### src/tekd_pkg.sv
package tekd_pkg;

    localparam int STATE_W = 3;

    localparam logic [STATE_W-1:0] ST_PLAIN = 3'd0;
    localparam logic [STATE_W-1:0] ST_ESC   = 3'd1;
    localparam logic [STATE_W-1:0] ST_CSI   = 3'd2;
    localparam logic [STATE_W-1:0] ST_SS3   = 3'd3;
    localparam logic [STATE_W-1:0] ST_PGUP  = 3'd4;
    localparam logic [STATE_W-1:0] ST_PGDN  = 3'd5;
    localparam logic [STATE_W-1:0] ST_INS   = 3'd6;
    localparam logic [STATE_W-1:0] ST_DEL   = 3'd7;

    localparam logic [7:0] CH_AT    = 8'd64;
    localparam logic [7:0] CH_SPACE = 8'd32;
    localparam logic [7:0] CH_ESC   = 8'd27;
    localparam logic [7:0] CH_SS3   = 8'd79;
    localparam logic [7:0] CH_CSI   = 8'd91;
    localparam logic [7:0] CH_UP    = 8'd65;
    localparam logic [7:0] CH_DOWN  = 8'd66;
    localparam logic [7:0] CH_RIGHT = 8'd67;
    localparam logic [7:0] CH_LEFT  = 8'd68;
    localparam logic [7:0] CH_END   = 8'd70;
    localparam logic [7:0] CH_HOME  = 8'd72;
    localparam logic [7:0] CH_F1    = 8'd80;
    localparam logic [7:0] CH_F5    = 8'd84;
    localparam logic [7:0] CH_TILDE = 8'd126;
    localparam logic [7:0] CH_TWO   = 8'd50;
    localparam logic [7:0] CH_THREE = 8'd51;
    localparam logic [7:0] CH_FIVE  = 8'd53;
    localparam logic [7:0] CH_SIX   = 8'd54;

    localparam logic [7:0] SP_DELETE = 8'd8;
    localparam logic [7:0] SP_F1     = 8'd9;

    localparam logic [1:0] STS_OK      = 2'd0;
    localparam logic [1:0] STS_IO_ERR  = 2'd1;
    localparam logic [1:0] STS_INVALID = 2'd2;

    typedef struct packed {
        logic       valid;
        logic       special;
        logic [7:0] value;
        logic       ctrl;
        logic [1:0] status;
    } t_key_result;

endpackage

### src/tekd_decode.sv
module tekd_decode
    import tekd_pkg::*;
(
    input  logic        i_clk,
    input  logic        i_rst_n,
    input  logic        i_fire,
    input  logic [7:0]  i_byte,
    output t_key_result o_result
);

    logic [STATE_W-1:0] r_state;
    logic [STATE_W-1:0] n_state;
    t_key_result        w_res;

    always_comb begin
        n_state = ST_PLAIN;
        w_res   = '0;
        unique case (r_state)
            ST_PLAIN: begin
                if (i_byte == CH_ESC) begin
                    n_state = ST_ESC;
                end else if (i_byte < CH_SPACE) begin
                    w_res.valid = 1'b1;
                    w_res.value = CH_AT + i_byte;
                    w_res.ctrl  = 1'b1;
                end else begin
                    w_res.valid = 1'b1;
                    w_res.value = i_byte;
                end
            end
            ST_ESC: begin
                if (i_byte == CH_ESC) begin
                    w_res.status = STS_IO_ERR;
                end else if (i_byte == CH_SS3) begin
                    n_state = ST_SS3;
                end else if (i_byte == CH_CSI) begin
                    n_state = ST_CSI;
                end
            end
            ST_CSI: begin
                case (i_byte) inside
                    CH_UP, CH_DOWN, CH_RIGHT, CH_LEFT, CH_END, CH_HOME: begin
                        w_res.valid   = 1'b1;
                        w_res.special = 1'b1;
                        w_res.value   = i_byte - CH_UP;
                    end
                    CH_FIVE:  n_state = ST_PGUP;
                    CH_SIX:   n_state = ST_PGDN;
                    CH_TWO:   n_state = ST_INS;
                    CH_THREE: n_state = ST_DEL;
                    default:  n_state = ST_PLAIN;
                endcase
            end
            ST_SS3: begin
                if (i_byte >= CH_F1 && i_byte <= CH_F5) begin
                    w_res.valid   = 1'b1;
                    w_res.special = 1'b1;
                    w_res.value   = i_byte - CH_F1 + SP_F1;
                end else begin
                    w_res.status = STS_INVALID;
                end
            end
            ST_DEL: begin
                if (i_byte == CH_TILDE) begin
                    w_res.valid   = 1'b1;
                    w_res.special = 1'b1;
                    w_res.value   = SP_DELETE;
                end else begin
                    w_res.status = STS_INVALID;
                end
            end
            default: begin
                // page up, page down, insert swallow the tilde
                if (i_byte != CH_TILDE) begin
                    w_res.status = STS_INVALID;
                end
            end
        endcase
    end

    always_ff @(posedge i_clk) begin
        if (!i_rst_n) begin
            r_state <= ST_PLAIN;
        end else if (i_fire) begin
            r_state <= n_state;
        end
    end

    assign o_result = w_res;

    a_key_returns_plain: assert property (@(posedge i_clk) disable iff (!i_rst_n)
        (i_fire && w_res.valid) |=> (r_state == ST_PLAIN))
        else $error("decoder did not return to plain after a key");

    a_error_returns_plain: assert property (@(posedge i_clk) disable iff (!i_rst_n)
        (i_fire && w_res.status != STS_OK) |=> (r_state == ST_PLAIN))
        else $error("decoder did not return to plain after an error");

    a_ctrl_from_plain: assert property (@(posedge i_clk) disable iff (!i_rst_n)
        (i_fire && w_res.ctrl) |-> (r_state == ST_PLAIN))
        else $error("control key decoded outside plain state");

endmodule

### src/terminal_escape_key_decoder_top.sv
// pipeline: an accepted byte is registered in the input stage, then decoded into the result stage
// throughput: one byte per cycle while m_axis_tready does not stall the result stage, set by
// the combinational decode between the input register and the result register
// reset: synchronous active-low, empties both stages and puts the decoder in plain state
module terminal_escape_key_decoder_top
    import tekd_pkg::*;
(
    input  logic        i_clk,
    input  logic        i_rst_n,
    input  logic        s_axis_tvalid,
    output logic        s_axis_tready,
    input  logic [7:0]  s_axis_tdata,   // in_byte
    output logic        m_axis_tvalid,
    input  logic        m_axis_tready,
    output logic [15:0] m_axis_tdata,   // key_valid, key_value[7:0], ctrl_mark, status[1:0]
    output logic        m_axis_tuser    // key_special
);

    logic        r_in_valid;
    logic [7:0]  r_in_byte;
    logic        r_out_valid;
    t_key_result r_out;
    t_key_result w_res;
    logic        w_adv;

    assign w_adv         = r_in_valid && (!r_out_valid || m_axis_tready);
    assign s_axis_tready = !r_in_valid || w_adv;

    tekd_decode u_decode (
        .i_clk    (i_clk),
        .i_rst_n  (i_rst_n),
        .i_fire   (w_adv),
        .i_byte   (r_in_byte),
        .o_result (w_res)
    );

    always_ff @(posedge i_clk) begin
        if (!i_rst_n) begin
            r_in_valid  <= 1'b0;
            r_out_valid <= 1'b0;
        end else begin
            if (s_axis_tready) begin
                r_in_valid <= s_axis_tvalid;
            end
            if (w_adv) begin
                r_out_valid <= 1'b1;
            end else if (m_axis_tready) begin
                r_out_valid <= 1'b0;
            end
        end
    end

    always_ff @(posedge i_clk) begin
        if (s_axis_tvalid && s_axis_tready) begin
            r_in_byte <= s_axis_tdata;
        end
        if (w_adv) begin
            r_out <= w_res;
        end
    end

    assign m_axis_tvalid = r_out_valid;
    assign m_axis_tdata  = {4'b0000, r_out.status, r_out.ctrl, r_out.value, r_out.valid};
    assign m_axis_tuser  = r_out.special;

    a_err_no_key: assert property (@(posedge i_clk) disable iff (!i_rst_n)
        (r_out_valid && r_out.status != STS_OK) |-> !r_out.valid)
        else $error("error status beat carries a key");

    a_special_is_key: assert property (@(posedge i_clk) disable iff (!i_rst_n)
        (r_out_valid && (r_out.special || r_out.ctrl)) |-> r_out.valid)
        else $error("special or control mark without a key");

    a_ctrl_not_special: assert property (@(posedge i_clk) disable iff (!i_rst_n)
        (r_out_valid && r_out.ctrl) |-> !r_out.special)
        else $error("control key marked special");

    a_accept_loads: assert property (@(posedge i_clk) disable iff (!i_rst_n)
        (s_axis_tvalid && s_axis_tready) |=> r_in_valid)
        else $error("accepted beat not held in input stage");

endmodule

### config.mk
export PLATFORM = sky130hd
export DESIGN_NAME = terminal_escape_key_decoder_top
export DESIGN_NICKNAME = d
export VERILOG_FILES = /design/src/tekd_pkg.sv /design/src/tekd_decode.sv /design/src/terminal_escape_key_decoder_top.sv
export SDC_FILE = /design/constraint.sdc
export NUM_CORES = 1
export LEC_CHECK = 0
export ABC_AREA = 1
export BUFFER_PORTS_ARGS = -buffer_cell sky130_fd_sc_hd__buf_2
export CORE_ASPECT_RATIO = 0.5
export CORE_MARGIN = 2
export CORE_UTILIZATION = 45
export DETAILED_ROUTE_END_ITERATION = 16
export HOLD_SLACK_MARGIN = 0.1
export PLACE_DENSITY = 0.66
export SLEW_MARGIN = 20
export SYNTH_ARGS = -nofsm -noshare
export SYNTH_HDL_FRONTEND = slang
export SYNTH_SLANG_ARGS = --single-unit
### constraint.sdc
create_clock -name i_clk -period 2.6 [get_ports i_clk]
set_input_delay 0.65 -clock i_clk [delete_from_list [all_inputs] [get_ports i_clk]]
set_output_delay 0.65 -clock i_clk [all_outputs]
set_load 0.02 [all_outputs]
# Word level (Yosys, flattened, before mapping)
# Cells that the tools add are included.
# Widths: inputs -> output; s select.
[word_totals]
ff_bits = 26
input_bits = 12
word_cells = 75
output_inout_bits = 19
[op_classes]
n_mux = 27
reduce_logical = 12
eq_ne = 19
bitwise_logic = 1
n_lt_le_gt_ge = 3
n_addsub = 4
[op_table]
columns = ["cell", "count"]
rows = [
  ["$eq 8x7->1 const B", 9],
  ["$eq 8x6->1 const B", 4],
  ["$pmux 8 s4", 1],
  ["$mux 10", 3],
  ["$mux 3", 7],
  ["$sub 8x7->8 const B", 2],
  ["$mux 9", 1],
  ["$pmux 3 s3", 1],
  ["$add 7x8->8 const A", 1],
  ["$add 8x4->8 const B", 1],
  ["$eq 8x5->1 const B", 1],
  ["$ge 8x7->1 const B", 1],
  ["$le 8x7->1 const B", 1],
  ["$lt 8x6->1 const B", 1],
  ["$mux 2", 4],
  ["$mux 8", 1],
  ["$ne 8x7->1 const B", 1],
  ["$pmux 2 s4", 1],
  ["$eq 3x2->1 const B", 2],
  ["$mux 1", 6],
  ["$reduce_or 6->1", 1],
  ["$pmux 1 s4", 1],
  ["$reduce_or 2->1", 2],
  ["$eq 3x1->1 const B", 1],
  ["other kinds (8)", 12],
]

# Longest topological paths before layout
# Gate-level depths: netlist (run 1).
[logic_depth]
ltp_word = 7
mapped_depth = 11
ltp_nobuf = 11

# Hierarchy
# From an unflattened synthesis (run 1), not the netlist that was laid out.
[hier_totals]
hier_cells = 225
area_unflattened_um2 = 1890.6
[modules_own_cells]
columns = ["module", "n_inst", "seq_area_each_um2", "area_per_inst_um2", "cells_per_inst"]
rows = [
  ["tekd_decode", 1, 60.1, 1131.1, 186],
  ["terminal_escape_key_decoder_top", 1, 670.6, 759.5, 39],
]

# Worst setup path before layout (run 1)
# Ideal clock, no wire load.
[synth_path]
kind = "reg-to-reg"
startpoint = "register r_in_byte[6]"
endpoint = "register r_out, in the netlist m_axis_tdata[8], data pin"
arrival_time_ns = 1.396
setup_time_ns = 0.261
required_time_ns = 2.339
slack_ns = 0.942
path_buffers = 1
period_less_slack_ns = 1.658
stages_incl_launch_ff = 11
path_cell_list = "edfxtp_1 clkbuf_1 inv_1 ha_1 inv_1 nor2_1 nand2_2 nand2_2 inv_1 o211ai_1 nand3_1"
[synth_lines]
columns = ["element", "line", "text"]
rows = [
  ["from (decl)", "terminal_escape_key_decoder_top.sv:20", "logic [7:0] r_in_byte;"],
  ["from (signal assigned)", "terminal_escape_key_decoder_top.sv:55", "r_in_byte <= s_axis_tdata;"],
  ["to (signal assigned)", "terminal_escape_key_decoder_top.sv:58", "r_out <= w_res;"],
  ["to (decl)", "terminal_escape_key_decoder_top.sv:22", "t_key_result r_out;"],
]

==> results of run 1 <==
## per-stage QoR
| step | worst slack (ns) | hold WS [ns] |
|---|---|---|
| floorplan | 0.942 | 0.493 |
| global placement | 0.728 | 0.497 |
| detailed placement | 0.713 | 0.497 |
| CTS | 0.698 | 0.519 |
| global route | 0.465 | 0.537 |
| finish | 0.687 | 0.514 |
## flip-flops by register name, summed over array words and instances (netlist names)
register,count
m_axis_tdata,12
r_in_byte,8
u_decode.r_state,3
m_axis_tuser,1
m_axis_tvalid,1
r_in_valid,1
## cells by family after synthesis
kind of cell | Yosys count | synth area share [%]
other | 1 | 0.206
adder cells (fa/ha/maj) | 9 | 6.17
XOR/XNOR | 10 | 4.80
flip-flops | 26 | 40.1
AO/OA/AOI/OAI | 15 | 4.94
buffers and inverters | 42 | 11.6
AND/OR/NAND/NOR | 121 | 32.2
## placed cells by master, fill, tap and decap left out, types with 3 or more instances in the layout
master / netlist / layout
a21oi_1: 5 / 5
o21ai_0: 4 / 4
buf_2: 1 / 26
ha_1: 9 / 9
clkbuf_8: 0 / 3
nand3_1: 25 / 25
inv_1: 27 / 27
nand4_1: 5 / 5
xor2_1: 10 / 10
conb_1: 1 / 4
nand2_1: 61 / 61
nor2_4: 5 / 5
dfxtp_1: 5 / 5
nand2_2: 3 / 3
nor2_1: 13 / 13
edfxtp_1: 21 / 21
## cells in the mapped netlist (all sizes together)
| library cell | count | area, um^2 |
|---|---|---|
| nand2 | 64 | 248 |
| inv | 31 | 124 |
| nand3 | 27 | 145 |
| edfxtp | 21 | 631 |
| nor2 | 19 | 111 |
| xor2 | 10 | 87.6 |
| buf | 9 | 80.1 |
| ha | 9 | 113 |
| a21oi | 6 | 33.8 |
| nand4 | 6 | 43.8 |
| o21ai | 6 | 33.8 |
| dfxtp | 5 | 100 |
| nor3 | 3 | 25.0 |
| nand3b | 2 | 15.0 |
| a22o | 1 | 8.76 |
| a31oi | 1 | 6.26 |
| clkbuf | 1 | 3.75 |
| clkinv | 1 | 3.75 |
| conb | 1 | 3.75 |
| o211ai | 1 | 7.51 |
## final cells by class
class | instances | area, um^2
fill | 391 | 1910
multi-input combinational | 159 | 893
sequential | 26 | 731
timing repair buffer | 26 | 130
inverter | 32 | 128
tap | 54 | 67.6
clock buffer | 4 | 45.0
## worst max-delay path by stage
stage                       startpoint              end  slack [ns]  depth (start not counted)
after floorplan           r_in_byte[6]  m_axis_tdata[8]        0.94                         10
after global placement    r_in_byte[7]  m_axis_tdata[7]        0.73                          8
after detailed placement  r_in_byte[7]  m_axis_tdata[8]        0.71                         11
after CTS                 r_in_byte[7]  m_axis_tdata[8]        0.70                         11
after global routing      r_in_byte[7]  m_axis_tdata[8]        0.46                         11
final                     r_in_byte[7]  m_axis_tdata[8]        0.69                         11
## power breakdown
part / internal [mW] / switching (mW)
registers: 0.474 / 0.0267
clock network: 0.110 / 0.121
logic: 0.0510 / 0.0960
total: 0.635 / 0.244
## worst max-delay path, cell delays in order, from the launching register on
cell	delay, ns
edfxtp_1	0.47
inv_1	0.24
ha_1	0.25
nand2_1	0.07
inv_1	0.11
nor2_1	0.05
nand2_1	0.08
nand2_2	0.08
nand3_2	0.09
inv_2	0.07
nand2_1	0.07
nand3_1	0.08
## per-layer routing
| layer | routed length, um | GRT usage [%] |
|---|---|---|
| met1 | 1950 | 26.9 |
| met2 | 1510 | 24.8 |
| met3 | 229 | 3.40 |
| met4 | 70 | 4.83 |
| met5 | 0 | 0 |
==> results by group, run 1 <==
Floorplan
  • Cell Rows: 16
  • Die extent in x: 94.0 um
  • Core region area: 3900 um^2
  • Die height: 49.0 um
  • Io pins: 31
  • Starting density of the core: 46.7%
  • Die footprint: 4610 um^2

Setup path
  • Critical path required time: 2.62 ns
  • Worst R2R Setup Slack: 0.69 ns
  • Max FO, Critical Path: 7
  • Reg2reg end: m_axis_tdata[8]
  • Critical path arrival: 1.93 ns
  • WS Path Type: reg -> reg
  • R2R Path Start: r_in_byte[7]
  • Worst r2r path cells: 11
  • Setup crit end kind: flop
  • Crit start category: flop

Drt
  • Via count: 1478
  • First drt pass iteration count: 4
  • Wire per inst: 12.5 um
  • Initial DRC Count: 105
  • Number of vias per cell: 4.91
  • DRC: 0
  • Post-Route WL: 3760 um
  • ANT nets after route: 0

Timing
  • Tcrit/Tclk final: 73.6%
  • Fin crit period: 1.91 ns
  • Slew headroom: 62.4%
  • FMAX: 523 MHz
  • Layout Skew: 0.00326 ns
  • RSZ-0062 raised after global routing: no
  • Final hold viol count: 0
  • Max-slew violation count: 0
  • Setup TNS: 0 ns
  • Worst slew pin tran: 0.564 ns
  • Setup violations, final: 0

Clocking
  • CTS tree: built
  • Hold-fix buffer count after cts: 0
  • Root Driver: clkbuf_8
  • Clock Latency Late Sink: 0.27 ns
  • Buffer count from post-CTS setup fixing: 0
  • Total CTS buffers: 3
  • Post-CTS sizing: 0
  • H-tree Lvls: 1
  • Worst-path clk slew: 0.09 ns
  • # clock sinks: 26
  • Clock Path Buffers: 2

Place
  • Placed Area: 1950 um^2
  • Placed Cells: 297
  • Placer Congestion: 0.924
  • IO Port Bufs: 26
  • Dpl hpwl: 2970 um

Logic synthesis
  • Synth unique cells: 34
  • Syn Area/Cell: 8.14 um^2
  • Post-Syn Instances: 224
  • Synth Register Bits: 26
  • YS warnings: 0
  • Seq/Total Area, Yosys: 40.1%
  • Post-Syn Area: 1820 um^2

Finish
  • Final cell count without fillers: 301
  • Design area: 1990 um^2
  • Final Util: 51.1%
  • Layout cell share with drive strength beyond 1: 19.8%
  • Area delta synth->final: 9.33%
  • ANT cells: 0
  • NumNets Final: 269

GRT
  • Number of global-route vias before repair: 1293
  • GRT overflow: 0
  • Overall Global Routing Usage: 17.5%
  • Pin count of the biggest net entering global routing: 16
  • First-pass GRT wire length: 6250 um
  • Initial antenna violation count: 0

Power
  • Power per cell area: 441 nW/um^2
  • Pleak: 0.926 nW
  • Worst IR drop on VDD: 0.000197 V
  • Final Power: 0.879 mW

Run status
  • Status: finished clean

Worst hold path
  • Hold EP: m_axis_tvalid
  • Worst Hold Class: reg -> reg
  • Worst Hold Depth: 2
  • Min-delay src: m_axis_tvalid

Flow run
  • Max-Cap Viols: 0
(Power assumes the default switching activity.)
==> run 2, diff against run 1 <==
--- a/config.mk
+++ b/config.mk
@@ -12,7 +12,7 @@
 export CORE_UTILIZATION = 45
 export DETAILED_ROUTE_END_ITERATION = 16
 export HOLD_SLACK_MARGIN = 0.1
-export PLACE_DENSITY = 0.66
+export PLACE_DENSITY = 0.69
 export SLEW_MARGIN = 20
 export SYNTH_ARGS = -nofsm -noshare
 export SYNTH_HDL_FRONTEND = slang
==> constraint.sdc (replaced) <==
create_clock -name i_clk -period 1.6 [get_ports i_clk]
set_input_delay 0.4 -clock i_clk [delete_from_list [all_inputs] [get_ports i_clk]]
set_output_delay 0.4 -clock i_clk [all_outputs]
set_load 0.02 [all_outputs]
==> results by group, run 2 (same netlist as run 1, synthesis figures left out) <==
Run status
  • Status: finished, violations left (was finished clean)
  • Failing checks: negative setup slack

Floorplan
  • Die footprint: 4610 um^2 (unchanged)
  • Cell Rows: 16 (unchanged)
  • Io pins: 31 (unchanged)
  • Die height: 49.0 um (unchanged)
  • Core region area: 3900 um^2 (unchanged)
  • Die extent in x: 94.0 um (unchanged)
  • Starting density of the core: 46.7% (unchanged)

GRT
  • Initial antenna violation count: 0 (unchanged)
  • Overall Global Routing Usage: 19.1% (was 17.5%)
  • Number of global-route vias before repair: 1446 (was 1293)
  • Pin count of the biggest net entering global routing: 16 (unchanged)
  • First-pass GRT wire length: 6800 um (was 6250 um)
  • GRT overflow: 0 (unchanged)

Timing
  • Setup violations, final: 6 (was 0)
  • Final hold viol count: 0 (unchanged)
  • Worst slew pin tran: 0.511 ns (was 0.564 ns)
  • Max-slew violation count: 0 (unchanged)
  • Layout Skew: 0.00425 ns (was 0.00326 ns)
  • RSZ-0062 raised after global routing: yes (was no)
  • FMAX: 608 MHz (was 523 MHz)
  • Fin crit period: 1.65 ns (was 1.91 ns)
  • Post-route setup slack: -0.0450 ns (was 0.687 ns)
  • Slew headroom: 65.7% (was 62.4%)
  • Tcrit/Tclk final: 103% (was 73.6%)

Finish
  • Final cell count without fillers: 333 (was 301)
  • NumNets Final: 301 (was 269)
  • Area delta synth->final: 26.3% (was 9.33%)
  • Most frequent cells in the layout: nand2_1, buf_4, buf_2 (was nand2_1, inv_1, buf_2)
  • Layout cell share with drive strength beyond 1: 34.1% (was 19.8%)
  • Max reg flops: 12 (unchanged)
  • ANT cells: 0 (unchanged)
  • Commonest non-fill, non-tap cell in the layout: nand2_1 (unchanged)
  • Final Util: 59.0% (was 51.1%)

Drt
  • DRC: 0 (unchanged)
  • Via count: 1566 (was 1478)
  • First drt pass iteration count: 4 (unchanged)
  • Number of vias per cell: 4.70 (was 4.91)
  • Initial DRC Count: 82 (was 105)
  • Wire per inst: 12.1 um (was 12.5 um)
  • ANT nets after route: 0 (unchanged)
  • Post-Route WL: 4030 um (was 3760 um)

Setup path
  • Worst path slowest cell: edfxtp_1 (unchanged)
  • CP delay by family, top: simple AND/OR/NAND/NOR gates (unchanged)
  • Setup crit end kind: flop (unchanged)
  • R2R Path Start: r_in_byte[0] (was r_in_byte[7])
  • WS Path Type: reg -> reg (unchanged)
  • Crit-path cells: inv_2 > ha_2 > nand2_1 > nor2_2 > nand2_1 > xor2_1 > nor2_1 > nor2_1 > nand2_1 (was inv_1 > ha_1 > nand2_1 > inv_1 > nor2_1 > nand2_1 > nand2_2 > nand3_2 > inv_2 > nand2_1 > nand3_1)
  • CP endpoint: m_axis_tdata[7] (was m_axis_tdata[8])
  • Max FO, Critical Path: 4 (was 7)
  • Reg2reg end: m_axis_tdata[7] (was m_axis_tdata[8])
  • Critical path depth: 9 (was 11)
  • WP buf/inv: 1 (was 3)
  • Worst R2R Setup Slack: -0.05 ns (was 0.69 ns)
  • Crit start category: flop (unchanged)
  • Critical path startpoint: r_in_byte[0] (was r_in_byte[7])
  • Critical path required time: 1.63 ns (was 2.62 ns)
  • Critical path arrival: 1.67 ns (was 1.93 ns)
  • Worst path most repeated cell: nand2_1 (unchanged)
  • Worst r2r path cells: 9 (was 11)
  • Slowest Stage Delay on Critical Path: 0.45 ns (was 0.47 ns)

Power
  • Sw frac: 27.5% (was 27.8%)
  • Worst IR drop on VDD: 0.000381 V (was 0.000197 V)
  • Power per cell area: 649 nW/um^2 (was 441 nW/um^2)
  • Final Power: 1.50 mW (was 0.879 mW)
  • Switch Pwr: 0.411 mW (was 0.244 mW)
  • Int Pwr: 1.08 mW (was 0.635 mW)
  • Pleak: 1.07 nW (was 0.926 nW)
  • Combinational power share: 22.0% (was 16.7%)
  • Seq pwr share: 53.4% (was 57.0%)
  • Clk network pwr share: 24.6% (was 26.3%)

Clocking
  • CTS tree: built (unchanged)
  • Total CTS buffers: 3 (unchanged)
  • Clock Latency Late Sink: 0.26 ns (was 0.27 ns)
  • Clock Path Buffers: 2 (unchanged)
  • Root Driver: clkbuf_8 (unchanged)
  • H-tree Lvls: 1 (unchanged)
  • # clock sinks: 26 (unchanged)
  • Worst-path clk slew: 0.08 ns (was 0.09 ns)

Worst hold path
  • Worst Hold Class: in -> reg (was reg -> reg)
  • Worst Hold Depth: 1 (was 2)

Place
  • Pre-CTS WS: -0.126 ns (was 0.713 ns)
  • Placer Congestion: 0.965 (was 0.924)
  • Dpl hpwl: 3270 um (was 2970 um)
  • IO Port Bufs: 26 (unchanged)
  • Placed Cells: 326 (was 297)

Flow run
  • Max-Cap Viols: 0 (unchanged)
==> run 2: power by group through the flow <==
stage                     registers (mW)  logic (mW)  clock network [mW]
after global routing               0.804       0.362               0.416
after global placement             0.813       0.300                   0
after CTS                          0.799       0.311               0.383
after detailed placement           0.814       0.304                   0
final                              0.799       0.329               0.368
after floorplan                    0.823       0.194                   0
==> run 2: final cells by class <==
class,instances,area [um^2]
multi-input cells,159,961
fillers,361,1600
well taps,54,67.6
clock buffers,4,45.0
inverters,32,130
repair buffers,58,370
flip-flops and latches,26,731
==> run 2: worst min path at each step <==
stage | end | start | slack [ns]
after floorplan | u_decode.r_state[0] | u_decode.r_state[0] | 0.49
after global placement | m_axis_tvalid | m_axis_tvalid | 0.49
after detailed placement | m_axis_tvalid | m_axis_tvalid | 0.50
after CTS | r_in_byte[4] | s_axis_tdata[4] | 0.30
after global routing | r_in_byte[1] | s_axis_tdata[1] | 0.29
final | r_in_byte[4] | s_axis_tdata[4] | 0.31
==> run 2: what timing repair did <==
item | 4_1_cts | 5_1_grt
pin swaps | 0 | 4
setup endpoints to repair | 11 | 14
hold buffers | 0 | 0
resized for setup | 7 | 12
buffers inserted | 2 | 1
==> run 2: worst register-to-register path: cells and delay by family (launching register included) <==
kind	cells	cell delay (ns)
buffers and inverters	1	0.12
flip-flops	1	0.45
XOR/XNOR	1	0.14
AND/OR/NAND/NOR	6	0.50
adder cells (fa/ha/maj)	1	0.21
==> run 2: metrics by stage <==
| step | hold slack [ns] | setup TNS [ns] | instance area (um^2) |
|---|---|---|---|
| floorplan | 0.493 | 0 | 1850 |
| global placement | 0.494 | -0.304 | 2170 |
| detailed placement | 0.499 | -0.890 | 2170 |
| CTS | 0.297 | -0.204 | 2240 |
| global route | 0.293 | -1.56 | 2300 |
| finish | 0.306 | -0.117 | 2300 |
==> run 2: layer usage <==
metal	share of wire (%)	up-vias	GRT usage (%)
met4	0.89	0	2.90
met2	41	48	28.8
met5	0	-	0
met3	6.7	4	3.86
li1	-	829	-
met1	51	685	29.0
==> run 3, diff against run 2 <==
==> constraint.sdc (replaced) <==
create_clock -name i_clk -period 1.6 [get_ports i_clk]
set_input_delay 0.4 -clock i_clk [delete_from_list [all_inputs] [get_ports i_clk]]
set_output_delay 0.4 -clock i_clk [all_outputs]
set_load 0.05 [all_outputs]
==> results by group, run 3 (same netlist as run 1, synthesis figures left out) <==
Power
  • Combinational power share: 28.2% (was 22.0%)
  • Final Power: 1.64 mW (was 1.50 mW)
  • Clk network pwr share: 22.9% (was 24.6%)
  • Worst IR drop on VDD: 0.000282 V (was 0.000381 V)
  • Pleak: 1.18 nW (was 1.07 nW)
  • Seq pwr share: 48.9% (was 53.4%)
  • Switch Pwr: 0.513 mW (was 0.411 mW)
  • Sw frac: 31.3% (was 27.5%)
  • Int Pwr: 1.13 mW (was 1.08 mW)
  • Power per cell area: 627 nW/um^2 (was 649 nW/um^2)

Timing
  • FMAX: 599 MHz (was 608 MHz)
  • Final hold slack: 0.304 ns (was 0.306 ns)
  • RSZ-0062 raised after global routing: yes (unchanged)
  • Max-slew violation count: 0 (unchanged)
  • Layout Skew: 0.00782 ns (was 0.00425 ns)
  • Final hold viol count: 0 (unchanged)
  • Fin crit period: 1.67 ns (was 1.65 ns)
  • Setup TNS: -0.410 ns (was -0.117 ns)
  • Post-route setup slack: -0.0708 ns (was -0.0450 ns)
  • Tcrit/Tclk final: 104% (was 103%)
  • Setup violations, final: 10 (was 6)

Worst hold path
  • Worst Hold Class: in -> reg (unchanged)
  • Min-delay src: s_axis_tdata[4] (unchanged)
  • Worst Hold Depth: 1 (unchanged)
  • Hold EP: r_in_byte[4] (unchanged)

Place
  • Placer Congestion: 0.962 (was 0.965)
  • Placed Cells: 328 (was 326)
  • IO Port Bufs: 26 (unchanged)
  • Dpl hpwl: 3330 um (was 3270 um)

Drt
  • ANT nets after route: 0 (unchanged)
  • Number of vias per cell: 4.94 (was 4.70)
  • First drt pass iteration count: 8 (was 4)
  • Wire per inst: 13.9 um (was 12.1 um)
  • DRC: 0 (unchanged)
  • Initial DRC Count: 70 (was 82)
  • Via count: 1696 (was 1566)
  • Post-Route WL: 4750 um (was 4030 um)

Finish
  • ANT cells: 0 (unchanged)
  • Fillers: 334 (was 361)
  • NumNets Final: 311 (was 301)
  • Most frequent cells in the layout: nand2_1, buf_4, buf_2 (unchanged)
  • Area delta synth->final: 43.4% (was 26.3%)
  • Max reg flops: 12 (unchanged)
  • Commonest non-fill, non-tap cell in the layout: nand2_1 (unchanged)
  • Final cell count without fillers: 343 (was 333)
  • Layout cell share with drive strength beyond 1: 46.0% (was 34.1%)

Floorplan
  • Die footprint: 4610 um^2 (unchanged)
  • Die height: 49.0 um (unchanged)
  • Starting density of the core: 46.7% (unchanged)
  • Io pins: 31 (unchanged)
  • Die extent in x: 94.0 um (unchanged)
  • Core region area: 3900 um^2 (unchanged)
  • Cell Rows: 16 (unchanged)

Setup path
  • Crit start category: flop (unchanged)
  • Crit-path cells: inv_4 > ha_4 > o21ai_4 > nand4_4 > nand3_4 > nor2_1 > nor2_1 > nand2_1 (was inv_2 > ha_2 > nand2_1 > nor2_2 > nand2_1 > xor2_1 > nor2_1 > nor2_1 > nand2_1)
  • CP delay by family, top: flip-flops (was simple AND/OR/NAND/NOR gates)
  • Reg2reg end: m_axis_tdata[7] (unchanged)
  • Worst R2R Setup Slack: -0.07 ns (was -0.05 ns)
  • Worst r2r path cells: 8 (was 9)
  • R2R Path Start: r_in_byte[0] (unchanged)
  • WS Path Type: reg -> reg (unchanged)
  • Max FO, Critical Path: 5 (was 4)
  • Slowest Stage Delay on Critical Path: 0.49 ns (was 0.45 ns)
  • Critical path arrival: 1.71 ns (was 1.67 ns)
  • Worst path most repeated cell: nor2_1 (was nand2_1)
  • WP buf/inv: 1 (unchanged)
  • Critical path required time: 1.64 ns (was 1.63 ns)
  • Worst path slowest cell: edfxtp_1 (unchanged)
  • Setup crit end kind: flop (unchanged)

Clocking
  • Hold-fix buffer count after cts: 0 (unchanged)
  • H-tree Lvls: 1 (unchanged)
  • Clock Path Buffers: 2 (unchanged)
  • Worst-path clk slew: 0.09 ns (was 0.08 ns)
  • Total CTS buffers: 3 (unchanged)
  • CTS tree: built (unchanged)
  • Root Driver: clkbuf_8 (unchanged)
  • Clock Latency Late Sink: 0.27 ns (was 0.26 ns)
  • # clock sinks: 26 (unchanged)

GRT
  • GRT overflow: 0 (unchanged)
  • Overall Global Routing Usage: 19.9% (was 19.1%)
  • First-pass GRT wire length: 7100 um (was 6800 um)
  • Pin count of the biggest net entering global routing: 16 (unchanged)
  • Number of global-route vias before repair: 1510 (was 1446)
  • Initial antenna violation count: 0 (unchanged)

Flow run
  • Max-Cap Viols: 0 (unchanged)

Run status
  • Failing checks: negative setup slack (unchanged)
  • Status: finished, violations left (unchanged)
## run 3: what timing repair did
action / 4_1_cts / 5_1_grt
setup buffers: 3 / 8
gates resized for setup: 17 / 49
setup endpoints to repair: 9 / 14
pin swaps: 4 / 17
## run 3: stage by stage
stage | worst slack (ns) | util, % | cell area, um^2
2_1_floorplan | 0.0109 | - | 1860
3_3_place_gp | -0.0641 | 56.6 | 2210
3_5_place_dp | -0.105 | 56.6 | 2210
4_1_cts | -0.0389 | 59.9 | 2340
5_1_grt | -0.164 | 67.0 | 2620
6_report | -0.0708 | 67.0 | 2620
## run 3: final cells by class
cell class / instances / area (um^2) / area share, %
multi-input combinational: 159 / 1150 / 43.8
inverter: 32 / 138 / 5.26
clock buffer: 4 / 45.0 / 1.72
tap: 54 / 67.6 / 2.58
timing repair buffer: 68 / 489 / 18.7
sequential: 26 / 731 / 27.9
## run 3: worst max path at each step
stage | startpoint | to | slack, ns | cells after the start
3_3_place_gp | r_in_byte[1] | m_axis_tdata[8] | -0.06 | 8
5_1_grt | r_in_byte[4] | m_axis_tdata[8] | -0.16 | 10
3_5_place_dp | r_in_byte[0] | m_axis_tdata[6] | -0.11 | 8
4_1_cts | r_in_byte[0] | m_axis_tdata[6] | -0.04 | 8
2_1_floorplan | r_in_byte[0] | m_axis_tdata[4] | 0.01 | 8
6_report | r_in_byte[0] | m_axis_tdata[7] | -0.07 | 8
## run 3: routing by layer
metal	track usage [%]	vias up	wire, um	share of wire [%]
met4	4.35	0	104	2.2
met1	29.1	764	2220	47
met3	4.33	20	257	5.4
met2	30.2	67	2170	46
li1	-	845	-	-
met5	0	-	0	0
## run 3: power by group through the flow
| stage | Sequential (mW) | Clock, mW | Combinational, mW |
|---|---|---|---|
| 2_1_floorplan | 0.864 | 0 | 0.208 |
| 3_3_place_gp | 0.814 | 0 | 0.362 |
| 3_5_place_dp | 0.816 | 0 | 0.366 |
| 4_1_cts | 0.801 | 0.386 | 0.385 |
| 5_1_grt | 0.807 | 0.424 | 0.495 |
| 6_report | 0.802 | 0.376 | 0.462 |
